File: config.mk
export PLATFORM = sky130hd
export DESIGN_NAME = monomial_order_compare_unit_flat
export DESIGN_NICKNAME = d
export VERILOG_FILES = /design/src/design/moc_pkg.sv /design/src/design/moc_if.sv /design/src/design/monomial_order_compare_unit.sv /design/src/flat_wrapper.sv
export SDC_FILE = /design/constraint.sdc
export NUM_CORES = 1
export LEC_CHECK = 0
export ABC_AREA = 1
export BUFFER_PORTS_ARGS = -buffer_cell sky130_fd_sc_hd__buf_2
export CORE_UTILIZATION = 41
export DETAILED_ROUTE_END_ITERATION = 8
export GPL_TIMING_DRIVEN = 1
export SLEW_MARGIN = 5
export SYNTH_ARGS = -nofsm -noshare
export SYNTH_HDL_FRONTEND = slang
export SYNTH_SLANG_ARGS = --single-unit
File: constraint.sdc
create_clock -name i_clk -period 28.3 [get_ports i_clk]
set_clock_uncertainty 0.15 [all_clocks]
set_input_delay 7.075 -clock i_clk [delete_from_list [all_inputs] [get_ports i_clk]]
set_output_delay 7.075 -clock i_clk [all_outputs]
set_load 0.03 [all_outputs]
File: src/design/moc_pkg.sv
// shared constants, codes and types of the monomial order comparator
package moc_pkg;

    localparam int LANES        = 8;
    localparam int LANE_W       = 8;
    localparam int WORD_W       = LANES * LANE_W;
    localparam int DEG_W        = 11;
    localparam int DEF_NUM_VARS = 8;
    localparam int DEF_EXP_BITS = 8;
    localparam int ORDER_W      = 3;
    localparam int AVARS_W      = 4;
    localparam int APB_DW       = 32;
    localparam int APB_AW       = 3;

    localparam logic [AVARS_W-1:0] ACTIVE_VARS_RST = AVARS_W'(8);

    typedef enum logic [ORDER_W-1:0] {
        ORD_LEX          = 3'd0,
        ORD_REVLEX       = 3'd1,
        ORD_DEGLEX       = 3'd2,
        ORD_REVDEGLEX    = 3'd3,
        ORD_DEGREVLEX    = 3'd4,
        ORD_REVDEGREVLEX = 3'd5
    } t_order_mode;

    typedef enum logic [0:0] {
        REG_ORDER_MODE  = 1'b0,
        REG_ACTIVE_VARS = 1'b1
    } t_cfg_reg;

    typedef struct packed {
        logic              order_less;
        logic              vectors_equal;
        logic              left_divides_right;
        logic              right_divides_left;
        logic              disjoint_vars;
        logic [WORD_W-1:0] lcm_exps;
        logic [WORD_W-1:0] sum_exps;
        logic              sum_overflow;
        logic [WORD_W-1:0] diff_exps;
        logic              diff_underflow;
        logic [DEG_W-1:0]  lhs_degree;
        logic [DEG_W-1:0]  rhs_degree;
    } t_moc_result;

endpackage

File: src/design/moc_if.sv
// request and result channel interfaces of the monomial order comparator
interface moc_req_if import moc_pkg::*; ();
    logic              valid;
    logic              ready;
    logic [WORD_W-1:0] lhs_exps;
    logic [WORD_W-1:0] rhs_exps;

    modport source (output valid, lhs_exps, rhs_exps, input ready);
    modport sink   (input valid, lhs_exps, rhs_exps, output ready);
endinterface

interface moc_res_if import moc_pkg::*; ();
    logic              valid;
    logic              ready;
    logic              order_less;
    logic              vectors_equal;
    logic              left_divides_right;
    logic              right_divides_left;
    logic              disjoint_vars;
    logic [WORD_W-1:0] lcm_exps;
    logic [WORD_W-1:0] sum_exps;
    logic              sum_overflow;
    logic [WORD_W-1:0] diff_exps;
    logic              diff_underflow;
    logic [DEG_W-1:0]  lhs_degree;
    logic [DEG_W-1:0]  rhs_degree;

    modport source (
        output valid, order_less, vectors_equal, left_divides_right, right_divides_left,
               disjoint_vars, lcm_exps, sum_exps, sum_overflow, diff_exps, diff_underflow,
               lhs_degree, rhs_degree,
        input  ready
    );
    modport sink (
        input  valid, order_less, vectors_equal, left_divides_right, right_divides_left,
               disjoint_vars, lcm_exps, sum_exps, sum_overflow, diff_exps, diff_underflow,
               lhs_degree, rhs_degree,
        output ready
    );
endinterface

File: src/design/monomial_order_compare_unit.sv
// monomial term order comparator: order test, lcm, product, quotient and degrees
// a request passes the input register, then the result register
// throughput: one request per cycle while o_res is ready, set by the register pair
// the logic between them is one lane-parallel pass plus an 8-input degree adder
// reset (synchronous, active low) empties both stages, order_mode to lex, active_vars to 8
module monomial_order_compare_unit
    import moc_pkg::*;
#(
    parameter int NUM_VARS = DEF_NUM_VARS,
    parameter int EXP_BITS = DEF_EXP_BITS
) (
    input  logic              i_clk,
    input  logic              i_rst_n,
    moc_req_if.sink           i_req,
    moc_res_if.source         o_res,
    input  logic              psel,
    input  logic              penable,
    input  logic              pwrite,
    input  logic [APB_AW-1:0] paddr,
    input  logic [APB_DW-1:0] pwdata,
    output logic [APB_DW-1:0] prdata,
    output logic              pready
);

    // low EXP_BITS of each 8-bit lane carry the exponent
    localparam logic [LANE_W-1:0] EXP_MASK = LANE_W'((1 << EXP_BITS) - 1);

    // configuration registers
    logic [ORDER_W-1:0] r_order_mode;
    logic [AVARS_W-1:0] r_active_vars;

    // stage 1: captured request
    logic               r_s1_valid;
    logic [WORD_W-1:0]  r_lhs;
    logic [WORD_W-1:0]  r_rhs;

    // stage 2: result register
    logic               r_res_valid;
    t_moc_result        r_res;
    t_moc_result        n_res;

    logic               res_load;
    logic               cfg_write;
    t_cfg_reg           cfg_sel;

    // ---------------------------------------------------------------
    // apb configuration port
    // ---------------------------------------------------------------
    assign pready    = 1'b1;
    assign cfg_sel   = t_cfg_reg'(paddr[2]);
    assign cfg_write = psel && penable && pwrite;

    always_ff @(posedge i_clk) begin
        if (!i_rst_n) begin
            r_order_mode  <= ORD_LEX;
            r_active_vars <= ACTIVE_VARS_RST;
        end else if (cfg_write) begin
            case (cfg_sel)
                REG_ORDER_MODE:  r_order_mode  <= pwdata[ORDER_W-1:0];
                REG_ACTIVE_VARS: r_active_vars <= pwdata[AVARS_W-1:0];
                default: ;
            endcase
        end
    end

    // register readback, unused upper bits read as zero
    always_comb begin
        case (cfg_sel)
            REG_ORDER_MODE:  prdata = APB_DW'(r_order_mode);
            REG_ACTIVE_VARS: prdata = APB_DW'(r_active_vars);
            default:         prdata = '0;
        endcase
    end

    // ---------------------------------------------------------------
    // handshake: the result register loads when empty or being drained,
    // and stage 1 moves whenever it is empty or can pass its request on
    // ---------------------------------------------------------------
    assign res_load    = !r_res_valid || o_res.ready;
    assign i_req.ready = !r_s1_valid || res_load;

    always_ff @(posedge i_clk) begin
        if (!i_rst_n) begin
            r_s1_valid  <= 1'b0;
            r_res_valid <= 1'b0;
        end else begin
            if (i_req.ready) begin
                r_s1_valid <= i_req.valid;
            end
            if (res_load) begin
                r_res_valid <= r_s1_valid;
            end
        end
    end

    // payload registers, no reset needed
    always_ff @(posedge i_clk) begin
        if (i_req.valid && i_req.ready) begin
            r_lhs <= i_req.lhs_exps;
            r_rhs <= i_req.rhs_exps;
        end
        if (res_load && r_s1_valid) begin
            r_res <= n_res;
        end
    end

    // ---------------------------------------------------------------
    // single pass over the lanes. inactive lanes are forced to zero, which
    // makes them neutral for every flag and for the order scans
    // ---------------------------------------------------------------
    always_comb begin
        logic [LANE_W-1:0] x;
        logic [LANE_W-1:0] y;
        logic [LANE_W:0]   s;
        logic [LANE_W-1:0] sat;
        logic [LANES-1:0]  lt;
        logic [LANES-1:0]  gt;
        logic [DEG_W-1:0]  deg_l;
        logic [DEG_W-1:0]  deg_r;
        logic              first_lt;
        logic              first_gt;
        logic              last_lt;
        logic              last_gt;
        logic              graded;
        logic              less;

        n_res = '0;
        n_res.vectors_equal      = 1'b1;
        n_res.left_divides_right = 1'b1;
        n_res.right_divides_left = 1'b1;
        n_res.disjoint_vars      = 1'b1;
        deg_l = '0;
        deg_r = '0;
        lt    = '0;
        gt    = '0;

        for (int i = 0; i < LANES; i++) begin
            x = '0;
            y = '0;
            if (i < NUM_VARS && AVARS_W'(i) < r_active_vars) begin
                x = r_lhs[i*LANE_W +: LANE_W] & EXP_MASK;
                y = r_rhs[i*LANE_W +: LANE_W] & EXP_MASK;
            end
            s = {1'b0, x} + {1'b0, y};
            if (s > {1'b0, EXP_MASK}) begin
                sat = EXP_MASK;
                n_res.sum_overflow = 1'b1;
            end else begin
                sat = s[LANE_W-1:0];
            end
            lt[i] = x < y;
            gt[i] = x > y;
            if (x != y) n_res.vectors_equal = 1'b0;
            if (gt[i]) n_res.left_divides_right = 1'b0;
            if (lt[i]) n_res.right_divides_left = 1'b0;
            if (lt[i]) n_res.diff_underflow = 1'b1;
            if (x != '0 && y != '0) n_res.disjoint_vars = 1'b0;
            n_res.lcm_exps[i*LANE_W +: LANE_W]  = gt[i] ? x : y;
            n_res.sum_exps[i*LANE_W +: LANE_W]  = sat;
            n_res.diff_exps[i*LANE_W +: LANE_W] = gt[i] ? (x - y) : '0;
            deg_l = deg_l + DEG_W'(x);
            deg_r = deg_r + DEG_W'(y);
        end

        // first differing lane from variable 1 upward
        first_lt = 1'b0;
        first_gt = 1'b0;
        for (int i = LANES - 1; i >= 0; i--) begin
            if (lt[i] || gt[i]) begin
                first_lt = lt[i];
                first_gt = gt[i];
            end
        end
        // last differing lane
        last_lt = 1'b0;
        last_gt = 1'b0;
        for (int i = 0; i < LANES; i++) begin
            if (lt[i] || gt[i]) begin
                last_lt = lt[i];
                last_gt = gt[i];
            end
        end

        graded = r_order_mode inside {[ORD_DEGLEX:ORD_REVDEGREVLEX]};

        if (graded && deg_l != deg_r) begin
            less = deg_l < deg_r;
        end else begin
            case (r_order_mode)
                ORD_REVLEX, ORD_REVDEGLEX: less = last_lt;
                ORD_DEGREVLEX:             less = last_gt;
                ORD_REVDEGREVLEX:          less = first_gt;
                default:                   less = first_lt; // lex, deglex, unused codes
            endcase
        end

        n_res.order_less = less;
        n_res.lhs_degree = deg_l;
        n_res.rhs_degree = deg_r;
    end

    // ---------------------------------------------------------------
    // result channel
    // ---------------------------------------------------------------
    assign o_res.valid              = r_res_valid;
    assign o_res.order_less         = r_res.order_less;
    assign o_res.vectors_equal      = r_res.vectors_equal;
    assign o_res.left_divides_right = r_res.left_divides_right;
    assign o_res.right_divides_left = r_res.right_divides_left;
    assign o_res.disjoint_vars      = r_res.disjoint_vars;
    assign o_res.lcm_exps           = r_res.lcm_exps;
    assign o_res.sum_exps           = r_res.sum_exps;
    assign o_res.sum_overflow       = r_res.sum_overflow;
    assign o_res.diff_exps          = r_res.diff_exps;
    assign o_res.diff_underflow     = r_res.diff_underflow;
    assign o_res.lhs_degree         = r_res.lhs_degree;
    assign o_res.rhs_degree         = r_res.rhs_degree;

`ifndef SYNTHESIS
    // an accepted request always lands in stage 1
    a_req_captured: assert property (@(posedge i_clk) disable iff (!i_rst_n)
        (i_req.valid && i_req.ready) |=> r_s1_valid)
        else $error("accepted request not held in stage 1");

    // a request leaving stage 1 always becomes a visible result
    a_res_loaded: assert property (@(posedge i_clk) disable iff (!i_rst_n)
        (r_s1_valid && res_load) |=> r_res_valid)
        else $error("request lost between stage 1 and result register");

    // equal vectors divide each other, are never less and have equal degree
    a_equal_consistent: assert property (@(posedge i_clk) disable iff (!i_rst_n)
        (r_res_valid && r_res.vectors_equal) |->
            (r_res.left_divides_right && r_res.right_divides_left &&
             !r_res.order_less && r_res.lhs_degree == r_res.rhs_degree))
        else $error("equal vectors give inconsistent result");

    // mutual divisibility means equality
    a_divides_both: assert property (@(posedge i_clk) disable iff (!i_rst_n)
        (r_res_valid && r_res.left_divides_right && r_res.right_divides_left) |->
            r_res.vectors_equal)
        else $error("mutual divisibility without equality");
`endif

endmodule

File: src/flat_wrapper.sv
// flat-port wrapper written by rule: the top's interface ports become plain ports
module monomial_order_compare_unit_flat import moc_pkg::*;
#(
    parameter int NUM_VARS = DEF_NUM_VARS,
    parameter int EXP_BITS = DEF_EXP_BITS
)
  (i_clk, i_rst_n, psel, penable, pwrite, paddr, pwdata, prdata, pready, i_req_valid, i_req_lhs_exps, i_req_rhs_exps, i_req_ready, o_res_valid, o_res_order_less, o_res_vectors_equal, o_res_left_divides_right, o_res_right_divides_left, o_res_disjoint_vars, o_res_lcm_exps, o_res_sum_exps, o_res_sum_overflow, o_res_diff_exps, o_res_diff_underflow, o_res_lhs_degree, o_res_rhs_degree, o_res_ready);
  moc_req_if i_req_i ();
  moc_res_if o_res_i ();
  input  logic i_clk;
  input  logic i_rst_n;
  input  logic psel;
  input  logic penable;
  input  logic pwrite;
  input  logic [APB_AW-1:0] paddr;
  input  logic [APB_DW-1:0] pwdata;
  output logic [APB_DW-1:0] prdata;
  output logic pready;
  input wire logic [$bits(i_req_i.valid)-1:0] i_req_valid;
  input wire logic [$bits(i_req_i.lhs_exps)-1:0] i_req_lhs_exps;
  input wire logic [$bits(i_req_i.rhs_exps)-1:0] i_req_rhs_exps;
  output wire logic [$bits(i_req_i.ready)-1:0] i_req_ready;
  output wire logic [$bits(o_res_i.valid)-1:0] o_res_valid;
  output wire logic [$bits(o_res_i.order_less)-1:0] o_res_order_less;
  output wire logic [$bits(o_res_i.vectors_equal)-1:0] o_res_vectors_equal;
  output wire logic [$bits(o_res_i.left_divides_right)-1:0] o_res_left_divides_right;
  output wire logic [$bits(o_res_i.right_divides_left)-1:0] o_res_right_divides_left;
  output wire logic [$bits(o_res_i.disjoint_vars)-1:0] o_res_disjoint_vars;
  output wire logic [$bits(o_res_i.lcm_exps)-1:0] o_res_lcm_exps;
  output wire logic [$bits(o_res_i.sum_exps)-1:0] o_res_sum_exps;
  output wire logic [$bits(o_res_i.sum_overflow)-1:0] o_res_sum_overflow;
  output wire logic [$bits(o_res_i.diff_exps)-1:0] o_res_diff_exps;
  output wire logic [$bits(o_res_i.diff_underflow)-1:0] o_res_diff_underflow;
  output wire logic [$bits(o_res_i.lhs_degree)-1:0] o_res_lhs_degree;
  output wire logic [$bits(o_res_i.rhs_degree)-1:0] o_res_rhs_degree;
  input wire logic [$bits(o_res_i.ready)-1:0] o_res_ready;
  assign i_req_i.valid = i_req_valid;
  assign i_req_i.lhs_exps = i_req_lhs_exps;
  assign i_req_i.rhs_exps = i_req_rhs_exps;
  assign i_req_ready = i_req_i.ready;
  assign o_res_valid = o_res_i.valid;
  assign o_res_order_less = o_res_i.order_less;
  assign o_res_vectors_equal = o_res_i.vectors_equal;
  assign o_res_left_divides_right = o_res_i.left_divides_right;
  assign o_res_right_divides_left = o_res_i.right_divides_left;
  assign o_res_disjoint_vars = o_res_i.disjoint_vars;
  assign o_res_lcm_exps = o_res_i.lcm_exps;
  assign o_res_sum_exps = o_res_i.sum_exps;
  assign o_res_sum_overflow = o_res_i.sum_overflow;
  assign o_res_diff_exps = o_res_i.diff_exps;
  assign o_res_diff_underflow = o_res_i.diff_underflow;
  assign o_res_lhs_degree = o_res_i.lhs_degree;
  assign o_res_rhs_degree = o_res_i.rhs_degree;
  assign o_res_i.ready = o_res_ready;
  monomial_order_compare_unit #(.NUM_VARS(NUM_VARS), .EXP_BITS(EXP_BITS)) u_core (.i_clk(i_clk), .i_rst_n(i_rst_n), .i_req(i_req_i), .o_res(o_res_i), .psel(psel), .penable(penable), .pwrite(pwrite), .paddr(paddr), .pwdata(pwdata), .prdata(prdata), .pready(pready));
endmodule
==> reports/metrics.cfg, run 1 <==
[global_route]
antenna_found_initial = 1
gr-total-overflow = 0
grt_max_degree = 151
track_usage_pct = 23.49
grt_pass1_wl_mm = 97.93
grt_pass1_vias = 16678

[synthesis]
syn-cell-area_um2 = 22450
ys.flop_type = edfxtp_1
seq_area_frac_synth_pct = 47.48
syn_area_per_cell_um2 = 9.750
yosys_warnings = 0
ys_seq_elements = 358
async_reset_ff_share_pct = 0
synth_common_cells = inv_1, edfxtp_1, nand2_1
syn-instance-count = 2303
synth_edf_count = 349
synth_cell_types = 58
netlist_top_cells_area = edfxtp_1, ha_1, inv_1
synth.largest_area_cell = edfxtp_1
yosysTopAreaCellShare_pct = 46.67
yosysMostFrequentCell = inv_1

[drt]
firstDrtPassIters = 7
drc = 0
post_drt_wl_per_cell_um = 19.47
num_vias = 16860
viasPerCell = 4.954
routed_wl_mm = 66.26
drt-initial-drc-count = 1265
antenna_left = 0

[setup_path]
path_buf_inv = 2
start_kind = input pin
arrival_ns = 7.64
path_delay_family = buffers and inverters
path_cells = buf_2 -> o21ai_0 -> buf_2
setup.worst_path.class = input pin to output pin
cp_slowest_cell = buf_2
end_kind = output pin
crit_required_ns = 21.08
slowest_delay_ns = 0.23
critPathMostFrequentCell = buf_2
path_max_fanout = 9

[timing]
hold_viol = 0
maxSlewViolCount = 0
period_share_pct = 52.54
worst_pin_slew_ns = 1.244
whs_ns = 0.3969
finalSetupViolations = 0
finalSetupTns_ns = 0
fin_ws_ns = 13.43
relSlewSlack_pct = 17.06
rsz0062_at_grt = no
fmax_mhz = 67.25
period_minus_slack_ns = 14.87

[die]
coreArea_um2 = 53920
fp.dieArea_um2 = 55710
dieHeight_um = 236.0
die_width_um = 236.0
rows = 85
initial_utilization_pct = 41.64
pin_count = 426

[run_status]
run_status = finished, final reports clean

[clock_tree]
cts.sinks = 358
clkTransAtPathRegs_ns = 0.06
cts_setup_buffers = 0
cts_resized = 0
htree_levels = 2
cts_max_path_buffers = 3
clock_latency_ns = 0.56
numCtsBuffers = 42
holdBufCountCts = 0
root_buffer = clkbuf_16
cts_tree = built

[place]
place_ws_ns = 13.44
hpwl_mm = 53.31
placement.io_buffers = 366
place.gp.congestion = 0.9157

[cells_and_area]
syn_to_final_growth_pct = 17.51
antennaDiodeCount = 0
drive_gt1_share_pct = 17.99
fin_nets = 3108

[power]
peakVddDrop_uv = 102.7
power.density_nw_per_um2 = 94.70
leakagePower_nw = 12.58

[hold_path]
min_path_type = flop to flop

[job]
maxCapViolCount = 0

[sequential cells by signal, summed over array words and instances (netlist names), 3 cells and up]
name	count
u_core.o_res.rhs_degree	11
u_core.o_res.sum_exps	64
u_core.o_res.lhs_degree	11
u_core.o_res.diff_exps	64
u_core.r_active_vars	4
u_core.o_res.lcm_exps	64
u_core.r_rhs	64
u_core.r_lhs	64
u_core.r_order_mode	3
[final timing paths]
path,start,slack (ns),cells past startpoint,end
worst max register to register,u_core.r_active_vars[3],19.89,26,u_core.o_res.order_less
worst min-delay path,u_core.r_order_mode[1],0.40,2,u_core.r_order_mode[1]
worst min register to register,u_core.r_order_mode[1],0.40,2,u_core.r_order_mode[1]
worst max-delay path,paddr[2],13.43,3,prdata[2]
[per-stage QoR]
stage / cell area (um2) / power, W / std cells / utilization, %
6_report: 26390 / 0.002499 / 3403 / 48.93
5_1_grt: 26390 / 0.002704 / 3403 / 48.93
4_1_cts: 26390 / 0.002506 / 3403 / 48.93
3_5_place_dp: 24920 / 0.001919 / 3327 / 46.22
3_3_place_gp: 24920 / 0.001888 / 3327 / 46.22
2_1_floorplan: 22560 / 0.001600 / 2330 / -
[metal layers]
metal / up-vias / share of wire (%) / GRT usage [%]
met2: 519 / 48 / 39.04
met4: 2 / 3.1 / 8.219
li1: 8183 / - / -
met5: - / 0.017 / 0
met1: 8061 / 43 / 31.04
met3: 95 / 6.1 / 3.803
[layout make-up]
class / instances / area, um2
well taps: 696 / 870.8
fillers: 5025 / 27540
repair buffers: 372 / 1889
flip-flops and latches: 358 / 10660
clock buffers: 51 / 1149
multi-input cells: 1407 / 9643
inverters: 494 / 1861
clock inverters: 25 / 312.8
[layout by cell type, fill, tap and decap left out, types with 9 or more instances in the layout]
| cell type | Yosys | layout |
|---|---|---|
| inv_1 | 483 | 482 |
| buf_2 | 5 | 366 |
| edfxtp_1 | 349 | 349 |
| nand2_1 | 301 | 301 |
| nor2_1 | 242 | 242 |
| ha_1 | 173 | 173 |
| o21ai_0 | 139 | 139 |
| a21oi_1 | 131 | 130 |
| fa_1 | 90 | 90 |
| xor2_1 | 58 | 58 |
| clkbuf_16 | 0 | 45 |
| nand3_1 | 42 | 42 |
| nand4_1 | 34 | 34 |
| conb_1 | 2 | 29 |
| o21bai_1 | 27 | 27 |
| nor3_1 | 24 | 24 |
| nand2_2 | 12 | 12 |
| xnor2_1 | 10 | 10 |
| clkinv_1 | 3 | 9 |
| o22ai_1 | 9 | 9 |
| dfxtp_1 | 9 | 9 |
[logic make-up after synthesis]
group                      count (synthesis)  synth area share [%]
adders and majority gates                263                 17.66
DFF                                      358                 47.48
and+or+nand+nor                          689                 13.08
other                                      2               0.03345
buffers and inverters                    565                 10.08
xor gates and xnor gates                  68                 2.652
AOI/OAI and AO/OA                        358                 9.010
[report_power, final]
group | leakage (nW) | switching (W) | internal, W
Sequential | 3.40 | 0.0000186 | 0.000688
Combinational | 8.47 | 0.000788 | 0.000427
Clock | 0.711 | 0.000223 | 0.000353
[worst reg2reg max path, stage by stage (launching register included)]
cell and delay (ns):
dfxtp_1 0.80, inv_1 0.25, o21ai_0 0.40, clkinv_1 0.66, nor2_1 0.56, inv_1 0.28
fa_1 0.59, fa_1 0.44, fa_1 0.56, inv_1 0.05, ha_1 0.28, ha_1 0.16
inv_1 0.08, fa_1 0.42, o31ai_1 0.40, a21oi_1 0.13, o21bai_1 0.24, a21oi_1 0.12
o21bai_1 0.18, xor2_1 0.24, inv_1 0.07, ha_1 0.31, nand4_1 0.10, nor3_1 0.05
a32o_1 0.27, a2111o_1 0.40, nand2_1 0.08
Power figures use the tool's default switching activity.
==> inputs of run 2 (changes only) <==
Clock period 28.3 ns to 14.7 ns, I/O delays scaled along.
==> reports/metrics.cfg, run 2 (synthesis results as in run 1) <==
[run_status]
run_status = finished, final reports clean  ; unchanged

[cells_and_area]
layout_commonest_cell = inv_1  ; unchanged
stdcell_count = 3405  ; was 3403
most-common-layout-cells = inv_1, buf_2, edfxtp_1, nand2_1, nor2_1  ; unchanged
nFillCells = 5081  ; was 5025
ff_latch_area_um2 = 10660  ; unchanged
drive_gt1_share_pct = 18.09  ; was 17.99%
fin_nets = 3109  ; was 3108
syn_to_final_growth_pct = 17.18  ; was 17.51%
multi_input_area_um2 = 9643  ; unchanged
final_area_um2 = 26310  ; was 26390 um2

[drt]
firstDrtPassIters = 6  ; was 7
drt-initial-drc-count = 1098  ; was 1265
drc = 0  ; unchanged
antenna_left = 0  ; unchanged
num_vias = 16870  ; was 16860
post_drt_wl_per_cell_um = 19.29  ; was 19.47 um
routed_wl_mm = 65.68  ; was 66.26 mm
viasPerCell = 4.954  ; about the same

[setup_path]
cp_slowest_cell = dfxtp_1  ; was buf_2
path_buf_inv = 6  ; was 2
path_delay_family = adder cells  ; was buffers and inverters
worst-path-stages = 26  ; was 3
setup.worst_path.class = flop to flop  ; was input pin to output pin
critPathMostFrequentCell = inv_1  ; was buf_2
r2r.worst_path.cells = 26  ; unchanged
arrival_ns = 8.62  ; was 7.64 ns
slowest_delay_ns = 0.81  ; was 0.23 ns
path_max_fanout = 19  ; was 9
start_kind = flop  ; was input pin
crit_required_ns = 15.00  ; was 21.08 ns
end_kind = flop  ; was output pin

[hold_path]
min_path_type = flop to flop  ; unchanged
holdPathStages = 2  ; unchanged

[place]
post-place-cells = 3329  ; was 3327
place.gp.congestion = 0.9441  ; was 0.9157
place_area_um2 = 24930  ; was 24920 um2
placement.io_buffers = 366  ; unchanged
hpwl_mm = 53.22  ; was 53.31 mm

[clock_tree]
cts_setup_buffers = 0  ; unchanged
cts.sinks = 358  ; unchanged
numCtsBuffers = 41  ; was 42
clock_latency_ns = 0.58  ; was 0.56 ns
root_buffer = clkbuf_16  ; unchanged
cts_resized = 0  ; unchanged
clkTransAtPathRegs_ns = 0.06  ; about the same
cts_tree = built  ; unchanged
cts_max_path_buffers = 3  ; unchanged
holdBufCountCts = 0  ; unchanged
htree_levels = 2  ; unchanged

[timing]
rsz0062_at_grt = no  ; unchanged
finalSetupTns_ns = 0  ; unchanged
period_share_pct = 56.60
hold_viol = 0  ; unchanged
fmax_mhz = 120.2
whs_ns = 0.3633  ; was 0.3969 ns
worst_pin_slew_ns = 1.210  ; was 1.244 ns
period_minus_slack_ns = 8.320
relSlewSlack_pct = 19.18  ; was 17.06%
maxSlewViolCount = 0  ; unchanged
finalSetupViolations = 0  ; unchanged

[die]
coreArea_um2 = 53920  ; unchanged
die_width_um = 236.0  ; unchanged
fp.dieArea_um2 = 55710  ; unchanged
pin_count = 426  ; unchanged
initial_utilization_pct = 41.64  ; unchanged
dieHeight_um = 236.0  ; unchanged
rows = 85  ; unchanged

[global_route]
met1_usage_pct = 30.77  ; was 31.04%
gr-total-overflow = 0  ; unchanged
grt_pass1_wl_mm = 97.55  ; was 97.93 mm
track_usage_pct = 23.26  ; was 23.49%
antenna_found_initial = 3  ; was 1
use_met3_pct = 3.569  ; was 3.803%
grt_use_met2_pct = 39.39  ; was 39.04%
grt_max_degree = 81  ; was 151
grt_pass1_vias = 16545  ; was 16678
busiest_layer = met2  ; unchanged

[power]
leakagePower_nw = 12.53  ; was 12.58 nW
peakVddDrop_uv = 207.9  ; was 102.7 uV
power.density_nw_per_um2 = 179.6  ; was 94.70 nW/um2
total_power_w = 0.004727  ; was 0.002499 W

[job]
maxCapViolCount = 0  ; unchanged

==> run 2: changes by cell type in the layout (fill, tap and decap cells not counted), sizes merged, moves of 2 or more <==
cell	previous run	this run
inv	491	493
buf	372	374
clkinv	19	15
bufinv	7	5
clkinvlp	2	8
clkbuf	51	48
==> run 2: metrics by stage <==
stage          util, %  worst slack (ns)
3_5_place_dp     46.23             6.395
2_1_floorplan        -             3.926
3_3_place_gp     46.23             6.474
5_1_grt          48.80             5.762
4_1_cts          48.79             6.364
6_report         48.80             6.380
==> run 2: where the power goes <==
part | leakage, nW | switching [W] | total [W] | internal (W)
Clock | 0.653 | 0.000429 | 0.00105 | 0.000625
Sequential | 3.40 | 0.0000342 | 0.00136 | 0.00132
Combinational | 8.48 | 0.00150 | 0.00231 | 0.000814
Total | 12.5 | 0.00196 | 0.00473 | 0.00276
==> run 2: final timing paths <==
kind,from,end,slack (ns)
setup reg to reg,u_core.r_active_vars[3],u_core.o_res.order_less,6.38
hold reg to reg,u_core.r_order_mode[1],u_core.r_order_mode[1],0.36
setup / recovery,u_core.r_active_vars[3],u_core.o_res.order_less,6.38
hold / removal,u_core.r_order_mode[1],u_core.r_order_mode[1],0.36
==> run 2: area by class of cell <==
class	count	share of cell area [%]
Timing Repair Buffer	374	7.190
Antenna cell	1	0.009510
Clock buffer	48	4.161
Clock inverter	27	1.098
Inverter	494	7.071
Sequential cell	358	40.51
Tap cell	696	3.310
Multi-Input combinational cell	1407	36.65
==> run 2: tightest hold or removal path, stage by stage, from the launching register on <==
cell and delay (ns):
dfxtp_1 0.32, inv_1 0.09, a21oi_1 0.07
==> run 2: layer usage <==
layer | part of all wire, % | up-vias
met5 | 0.020 | -
met2 | 48 | 525
met3 | 5.4 | 95
met1 | 44 | 8074
li1 | - | 8174
met4 | 2.6 | 2
